===== src/hw/rtl/hacs_pkg.sv =====
// Package for the hi-res artifact color scanout block.
// Holds shared constants, state and command types, and the palette function.
// No dependencies.
package hacs_pkg;

  localparam int MEM_BYTES = 8192;
  localparam int ROW_COUNT = 192;
  localparam int COLUMNS   = 40;
  localparam int PIXELS    = 7;

  localparam int IN_DATA_W  = 40;
  localparam int OUT_DATA_W = 40;

  localparam logic OP_WRITE  = 1'b0;
  localparam logic OP_RENDER = 1'b1;

  localparam logic [23:0] COLOR_BLACK  = 24'h000000;
  localparam logic [23:0] COLOR_PURPLE = 24'hD53EF9;
  localparam logic [23:0] COLOR_BLUE   = 24'h458FF7;
  localparam logic [23:0] COLOR_ORANGE = 24'hD7762C;
  localparam logic [23:0] COLOR_GREEN  = 24'h64D440;
  localparam logic [23:0] COLOR_WHITE  = 24'hFFFFFF;

  typedef enum logic [2:0] {
    ST_CLEAR,
    ST_IDLE,
    ST_RD_LEFT,
    ST_RD_CUR,
    ST_RD_RIGHT,
    ST_RD_LAST,
    ST_EMIT
  } state_t;

  typedef enum logic [1:0] {
    SEL_LEFT,
    SEL_CUR,
    SEL_RIGHT
  } rd_sel_t;

  typedef struct packed {
    logic    accept;
    logic    clear_we;
    rd_sel_t rd_sel;
    logic    cap_left;
    logic    cap_cur;
    logic    cap_right;
    logic    emit;
  } cmd_t;

  typedef struct packed {
    logic render_ok;
    logic clear_last;
    logic out_free;
    logic bit_last;
  } status_t;

  function automatic logic [23:0] artifact_color(logic [2:0] nbhd, logic parity, logic pal);
    logic [1:0] c;
    if (nbhd[1]) begin
      c = (nbhd[0] | nbhd[2]) ? 2'd3 : (parity ? 2'd2 : 2'd1);
    end else begin
      c = (nbhd[0] & nbhd[2]) ? (parity ? 2'd1 : 2'd2) : 2'd0;
    end
    unique case (c)
      2'd0: artifact_color = COLOR_BLACK;
      2'd1: artifact_color = pal ? COLOR_BLUE : COLOR_PURPLE;
      2'd2: artifact_color = pal ? COLOR_ORANGE : COLOR_GREEN;
      default: artifact_color = COLOR_WHITE;
    endcase
  endfunction

endpackage


===== src/hw/rtl/hacs_ctrl.sv =====
// Controller state machine: clear sweep, item accept, neighbor reads, pixel emit.
// Depends on hacs_pkg.
module hacs_ctrl (
  input  logic              clk,
  input  logic              rst,
  input  logic              s_tvalid,
  output logic              s_tready,
  input  hacs_pkg::status_t stat,
  output hacs_pkg::cmd_t    cmd
);

  hacs_pkg::state_t state, state_next;
  logic accept;

  assign accept = s_tvalid & s_tready;

  always_ff @(posedge clk) begin
    if (rst) begin
      state <= hacs_pkg::ST_CLEAR;
    end else begin
      state <= state_next;
    end
  end

  always_comb begin
    state_next = state;
    unique case (state)
      hacs_pkg::ST_CLEAR: begin
        if (stat.clear_last) state_next = hacs_pkg::ST_IDLE;
      end
      hacs_pkg::ST_IDLE: begin
        if (accept && stat.render_ok) state_next = hacs_pkg::ST_RD_LEFT;
      end
      hacs_pkg::ST_RD_LEFT:  state_next = hacs_pkg::ST_RD_CUR;
      hacs_pkg::ST_RD_CUR:   state_next = hacs_pkg::ST_RD_RIGHT;
      hacs_pkg::ST_RD_RIGHT: state_next = hacs_pkg::ST_RD_LAST;
      hacs_pkg::ST_RD_LAST:  state_next = hacs_pkg::ST_EMIT;
      hacs_pkg::ST_EMIT: begin
        if (stat.out_free && stat.bit_last) state_next = hacs_pkg::ST_IDLE;
      end
      default: state_next = hacs_pkg::ST_CLEAR;
    endcase
  end

  always_comb begin
    s_tready      = 1'b0;
    cmd.accept    = accept;
    cmd.clear_we  = 1'b0;
    cmd.rd_sel    = hacs_pkg::SEL_CUR;
    cmd.cap_left  = 1'b0;
    cmd.cap_cur   = 1'b0;
    cmd.cap_right = 1'b0;
    cmd.emit      = 1'b0;
    unique case (state)
      hacs_pkg::ST_CLEAR:    cmd.clear_we = 1'b1;
      hacs_pkg::ST_IDLE:     s_tready = 1'b1;
      hacs_pkg::ST_RD_LEFT:  cmd.rd_sel = hacs_pkg::SEL_LEFT;
      hacs_pkg::ST_RD_CUR: begin
        cmd.rd_sel   = hacs_pkg::SEL_CUR;
        cmd.cap_left = 1'b1;
      end
      hacs_pkg::ST_RD_RIGHT: begin
        cmd.rd_sel  = hacs_pkg::SEL_RIGHT;
        cmd.cap_cur = 1'b1;
      end
      hacs_pkg::ST_RD_LAST:  cmd.cap_right = 1'b1;
      hacs_pkg::ST_EMIT:     cmd.emit = stat.out_free;
      default: ;
    endcase
  end

endmodule


===== config.mk =====
export PLATFORM = sky130hd
export DESIGN_NAME = hacs_ctrl
export DESIGN_NICKNAME = d
export VERILOG_FILES = /design/src/hw/rtl/hacs_pkg.sv /design/src/hw/rtl/hacs_ctrl.sv
export SDC_FILE = /design/constraint.sdc
export NUM_CORES = 1
export LEC_CHECK = 0
export ABC_AREA = 1
export ABC_CLOCK_PERIOD_IN_PS = 1380
export BUFFER_PORTS_ARGS = -buffer_cell sky130_fd_sc_hd__buf_4
export CORE_AREA = 2 2 39 41
export CTS_CLUSTER_SIZE = 30
export DETAILED_ROUTE_END_ITERATION = 10
export DIE_AREA = 0 0 41 43
export SYNTH_ARGS = -nofsm -noshare
export SYNTH_HDL_FRONTEND = slang
export SYNTH_SLANG_ARGS = --single-unit

===== constraint.sdc =====
create_clock -name clk -period 1.38 [get_ports clk]
set_input_delay 0.276 -clock clk [delete_from_list [all_inputs] [get_ports clk]]
set_output_delay 0.276 -clock clk [all_outputs]
set_load 0.005 [all_outputs]

# --- Word-level counts from Yosys, hierarchy flattened ---
# Cells that the tools add are included.
word_totals:
  regBits: 3
  inputBits: 7
classes:
  n_eq_ne: 9
  muxes: 11
  bitwise: 1
  reduce_logical: 4
op_table:
  columns: ["operator", "count"]
  rows:
  - ["$pmux 3 s7", 1]
  - ["$eq 3x3->1 const B", 3]
  - ["$mux 3", 3]
  - ["$eq 3x2->1 const B", 2]
  - ["$mux 1", 6]
  - ["$ne 2x2->1 const B", 3]
  - ["$pmux 2 s2", 1]
  - ["$eq 3x1->1 const B", 1]
  - ["$logic_not 3->1", 1]
  - ["$reduce_and 3->1", 1]
  - ["$logic_and 1x1->1", 2]
  - ["$and 1x1->1", 1]

# --- Longest topological paths before layout ---
# Gate-level depths: netlist (run 1).
logic_depth:
  word_depth: 6
  ltp_mapped: 7
  ltp_nobuf: 7

# --- Worst setup path before layout (run 1) ---
# OpenSTA, ideal clock, no wires.
synth_timing:
  path_kind: "register to output"
  start: "register state[0]"
  end: "output cmd[7] (netlist name)"
  arrival_time_ns: 0.796
  t_required_ns: 1.104
  path_slack_ns: 0.308
  stages_incl_launch_ff: 5
  path_cell_list: "dfxtp_1 inv_2 nor2_4 and3_1 buf_4"
synth_via:
  elab_chain_len: 3
synth_lines:
  columns: ["item", "line", "text"]
  rows:
  - ["start, declared", "hacs_ctrl.sv:12", "hacs_pkg::state_t state, state_next;"]
  - ["start signal, assigned", "hacs_ctrl.sv:19", "state <= hacs_pkg::ST_CLEAR;"]
  - ["start signal, assigned", "hacs_ctrl.sv:21", "state <= state_next;"]
  - ["$eq 3x1->1", "hacs_ctrl.sv:54", "unique case (state)"]
  - ["$mux 1", "hacs_ctrl.sv:54", null]
  - ["$and 1x1->1", "hacs_ctrl.sv:15", "assign accept = s_tvalid & s_tready;"]
  - ["end, declared", "hacs_ctrl.sv:9", "output hacs_pkg::cmd_t cmd"]
# No other way between the ends.

==> results.ini, run 1 <==
[outcome]
outcome = completed

[final_layout]
fin_area_um2 = 420.4
largest_register_ffs = 3
regMostFlops = state
nets = 68
areaGrowthSynthToFinish_pct = 58.49
seqCellArea_um2 = 66.31
post-route-util = 0.3038
multi_input_area_um2 = 158.9
layout-drive-gt1-share = 0.5500
top_regs = state x3
fin_cells = 76
fillers = 165
n_antenna_cell = 0

[synthesis]
yosysWarnings = 0
ys_seq_elements = 3
netlist_area_um2 = 265.3
synth_most_common_cell = nand2_1
ys_seq_area_frac = 0.2264
synth.net_count = 50
yosys-top-cells-area = dfxtp_1 23%, nand2_1 11%, nor2_1 8.5%
ys_top_cells_by_count = 8 x nand2_1, 6 x nor2_1, 4 x inv_1, 4 x inv_2, 4 x nand3_1
yosys.area.top_type = dfxtp_1
synthArstFlopShare = 0
syn_area_per_cell_um2 = 6.169
synth_top_area_frac = 0.2264
synth_flop_cell = dfxtp_1
synth_enable_flop_cells = 0
netlist_instances = 43
synth_cell_type_count = 17

[timing]
setup_tns_ns = 0
period_share = 0.9656
slew_headroom = 0.8891
worst_pin_slew_ns = 0.1651
finalHoldViolCount = 0
fin_ws_ns = 0.04752
fmax_ghz = 0.7505
setup-violations-final = 0
rsz0062_at_grt = true
fin_skew_ns = 0.001642
drv_slew = 0
period_minus_slack_ns = 1.332

[clock_tree]
cts_max_path_buffers = 2
post_cts_resized = 3
post_cts_buffers = 0
cts_buffers = 3
cts_hold_buf = 0
clock_latency_ns = 0.24
clk_pin_slew_ns = 0.04
cts_sinks = 3
clock-root-buffer = clkbuf_4
cts_max_level = 1
cts_tree = yes

[placement]
portBuffers = 15
dpl.cell_count = 72
place_ws_ns = 0.1990
place_area_um2 = 382.9
gp_congestion = 0.7364
place_hpwl_um = 511.5

[job]
max-cap-violations = 0

[detailed_routing]
antenna_left = 0
first_pass_iters = 3
vias_per_cell = 4.066
routed_wl_um = 582
drt_iter0_markers = 2
drc = 0
routedWlPerCell_um = 7.658
vias = 309

[global_route]
globalRouteTotalUtil = 0.07924
grt_pass1_vias = 248
grt_max_degree = 7
grt_pass1_wl_um = 869
antenna_found_initial = 0
grt-ovfl-total = 0

[hold_path]
hold_path.class = in -> reg

[critical_path]
rrSetupSlack_ns = 0.37
worstSetupPathType = reg -> out
cp_max_fo = 6
startpoint_type = flip-flop
required_ns = 1.10
worstPathArrival_ns = 1.06
endpoint_kind = output pin

[pwr]
p_per_area_nw_per_um2 = 1891
p_leak_uw = 0.0002293
ir_worst_vdd_uv = 445.9

[floorplan]
fp.dieH_um = 43
dieArea_um2 = 1763
core_um2 = 1384
die_w_um = 41
io_pins = 16
row_count = 14
initial_core_util = 0.1917

final cells by class:
class                           instances  share of cell area
Timing Repair Buffer                   15              0.2679
Sequential cell                         3              0.1577
Multi-Input combinational cell         29              0.3780
Clock buffer                            4             0.06250
Tap cell                               16             0.04762
Inverter                                9             0.08631
placed cells by master (no fill, tap or decap):
cell type,count
and3_1,1
dfxtp_4,1
inv_4,1
nor2_2,3
nor2_1,5
inv_2,3
a21oi_1,1
nand3_2,2
nand2_2,1
inv_1,4
nand2_1,8
nor3b_1,1
nor3_2,1
dfxtp_2,2
clkbuf_4,3
nor2_4,1
clkbuf_1,1
nor3_1,1
nand3_1,4
buf_4,15
clkinv_1,1
worst paths after layout:
| path | startpoint | end | depth (start not counted) |
|---|---|---|---|
| worst min register to register | state[0]$_SDFFE_PP0P_ | state[0]$_SDFFE_PP0P_ | 3 |
| worst max register to register | state[0]$_SDFFE_PP0P_ | state[0]$_SDFFE_PP0P_ | 7 |
| worst max-delay path | state[1]$_SDFFE_PP0P_ | cmd[4] | 5 |
| worst min-delay path | rst | state[2]$_SDFFE_PP0P_ | 2 |
cell families after synthesis:
family                 share of synthesized area
buffers and inverters                     0.1839
flip-flops                                0.2264
AND/OR/NAND/NOR                           0.5708
AO/OA/AOI/OAI                            0.01885
routing by layer:
layer | track usage | wire length, µm
met5 | 0 | 0
met4 | 0.08000 | 15
met3 | 0.03665 | 56
met2 | 0.1094 | 290
met1 | 0.08013 | 218
critical path: stages, from the launching register on:
cell and delay [ns]:
dfxtp_2 0.35, nor2_2 0.14, nand2_1 0.07, inv_2 0.08, nor2_1 0.05, buf_4 0.12
per-stage QoR:
step	power (µW)	hold slack, ns
finish	795.1	0.1930
global route	866.9	0.1956
CTS	785.9	0.1916
detailed placement	617.2	0.4470
global placement	613.7	0.4425
floorplan	458.8	0.3451
power by group:
group / switching [µW] / total (µW) / internal (µW)
sequential: 65.4 / 200 / 135
clock: 48.7 / 157 / 109
combinational: 220 / 438 / 218
Note: power is estimated with default switching activity, not from simulation.
==> run 2, diff against run 1 <==
--- a/config.mk
+++ b/config.mk
@@ -9,6 +9,7 @@
 export ABC_CLOCK_PERIOD_IN_PS = 1380
 export BUFFER_PORTS_ARGS = -buffer_cell sky130_fd_sc_hd__buf_4
 export CORE_AREA = 2 2 39 41
+export CTS_BUF_LIST = sky130_fd_sc_hd__clkbuf_4
 export CTS_CLUSTER_SIZE = 30
 export DETAILED_ROUTE_END_ITERATION = 10
 export DIE_AREA = 0 0 41 43
==> results.ini, run 2 (synthesis gave the netlist of run 1 again) <==
[detailed_routing]
drc = 0  ; unchanged
vias_per_cell = 4.053  ; -0.32%
first_pass_iters = 2  ; -1
routedWlPerCell_um = 7.671  ; +0.17%
antenna_left = 0  ; unchanged
routed_wl_um = 583  ; +0.17%
vias = 308  ; -0.32%
drt_iter0_markers = 2  ; unchanged

[critical_path]
startpoint_type = flip-flop
worstPathArrival_ns = 1.06  ; about the same
cp_max_fo = 6  ; unchanged
endpoint_kind = output pin
required_ns = 1.10  ; about the same
worstSetupPathType = reg -> out

[timing]
worst_pin_slew_ns = 0.1651  ; -0.000001431 ns
slew_headroom = 0.8891  ; about the same
fin_skew_ns = 0.003430  ; +0.001788 ns
drv_slew = 0  ; unchanged
period_minus_slack_ns = 1.333  ; +0.0002370 ns
fin_ws_ns = 0.04729  ; -0.0002370 ns
setup-violations-final = 0  ; unchanged
finalHoldViolCount = 0  ; unchanged
hold_ws_ns = 0.1944  ; +0.001439 ns
fmax_ghz = 0.7503  ; about the same
period_share = 0.9657  ; about the same
rsz0062_at_grt = true

[global_route]
grt_pass1_wl_um = 869  ; unchanged
grt_pass1_vias = 248  ; unchanged
grt-ovfl-total = 0  ; unchanged
grt_max_degree = 7  ; unchanged
globalRouteTotalUtil = 0.07924  ; unchanged
antenna_found_initial = 0  ; unchanged

[floorplan]
fp.dieH_um = 43  ; unchanged
core_um2 = 1384  ; unchanged
dieArea_um2 = 1763  ; unchanged
row_count = 14  ; unchanged
io_pins = 16  ; unchanged
initial_core_util = 0.1917  ; unchanged
die_w_um = 41  ; unchanged

[final_layout]
largest_register_ffs = 3  ; unchanged
layout-drive-gt1-share = 0.5833  ; +0.03333
layout_commonest_cell = buf_4
areaGrowthSynthToFinish_pct = 59.91
nets = 68  ; unchanged
fin_area_um2 = 424.2  ; +0.89%
regMostFlops = state
fin_cells = 76  ; unchanged
n_antenna_cell = 0  ; unchanged
mostFrequentLayoutCells = 15 x buf_4, 8 x nand2_1, 5 x nor2_1
top_regs = state x3

[clock_tree]
cts_tree = yes
post_cts_buffers = 0  ; unchanged
cts_max_path_buffers = 2  ; unchanged
clock_latency_ns = 0.24  ; about the same
cts_max_level = 1  ; unchanged
cts_buffers = 3  ; unchanged
clk_pin_slew_ns = 0.04  ; about the same
clock-root-buffer = clkbuf_4
cts_sinks = 3  ; unchanged

[pwr]
p_int_uw = 481.4  ; +4.5%
ir_worst_vdd_uv = 447.1  ; +0.26%
combPwrFrac = 0.540  ; -0.011
switchingPower_uw = 336.9  ; +0.80%
seqPwrFrac = 0.245  ; -0.007
p_leak_uw = 0.0002324  ; +1.3%
power_uw = 818.3  ; +2.9%
switching_share = 0.4117  ; -0.008660
pwr-share-clk = 0.216  ; +0.018
p_per_area_nw_per_um2 = 1929  ; +2.0%

[placement]
place_ws_ns = 0.1990  ; unchanged
place_hpwl_um = 511.5  ; unchanged
place_area_um2 = 382.9  ; unchanged
dpl.cell_count = 72  ; unchanged
portBuffers = 15  ; unchanged
gp_congestion = 0.7364  ; unchanged

[hold_path]
hold_path.class = in -> reg

[job]
max-cap-violations = 0  ; unchanged

[outcome]
outcome = completed

==> run 2: cell counts in the layout (fill, tap and decap cells not counted) <==
No cell type changed its count.
==> run 2: layer usage <==
layer	global-route usage	wire, µm	up-vias	part of all wire
li1	-	-	163	-
met1	0.08013	220	133	0.38
met2	0.1094	289	10	0.50
met3	0.03665	56	2	0.096
met4	0.08000	15	0	0.026
met5	0	0	-	0
==> run 2: path summary, 6_finish.rpt <==
| check | startpoint | endpoint | slack (ns) | cells after the start |
|---|---|---|---|---|
| setup reg to reg | state[0]$_SDFFE_PP0P_ | state[0]$_SDFFE_PP0P_ | 0.35 | 7 |
| hold / removal | rst | state[2]$_SDFFE_PP0P_ | 0.19 | 2 |
| setup / recovery | state[1]$_SDFFE_PP0P_ | cmd[4] | 0.05 | 5 |
| hold reg to reg | state[0]$_SDFFE_PP0P_ | state[0]$_SDFFE_PP0P_ | 0.60 | 3 |
==> run 2: critical path, stage by stage, from the launching register on <==
cell     delay (ns)
dfxtp_2        0.35
nor2_2         0.14
nand2_1        0.07
inv_2          0.08
nor2_1         0.05
buf_4          0.12
==> run 2: what timing repair did <==
action,4_1_cts,5_1_grt
hold endpoints to repair,0,0
hold buffers,0,0
gates resized for setup,3,4
setup endpoints to repair,5,3
==> run 2: metrics by stage <==
step | setup TNS, ns | utilization
floorplan | 0 | -
global placement | 0 | 0.2767
detailed placement | 0 | 0.2767
CTS | 0 | 0.3011
global route | -0.01582 | 0.3065
finish | 0 | 0.3065
==> run 2: power groups by stage <==
stage          Clock [µW]  Sequential, µW  Combinational [µW]
6_report              176             200                 442
5_1_grt               188             208                 497
4_1_cts               178             185                 440
3_5_place_dp            0             179                 438
3_3_place_gp            0             176                 437
2_1_floorplan           0             169                 289
==> run 2: cell type report <==
cell class	instances	area, µm²
repair buffers	15	112.6
multi-input cells	29	158.9
well taps	16	20.02
flip-flops and latches	3	66.31
inverters	9	36.28
clock buffers	4	30.03
fillers	162	959.7
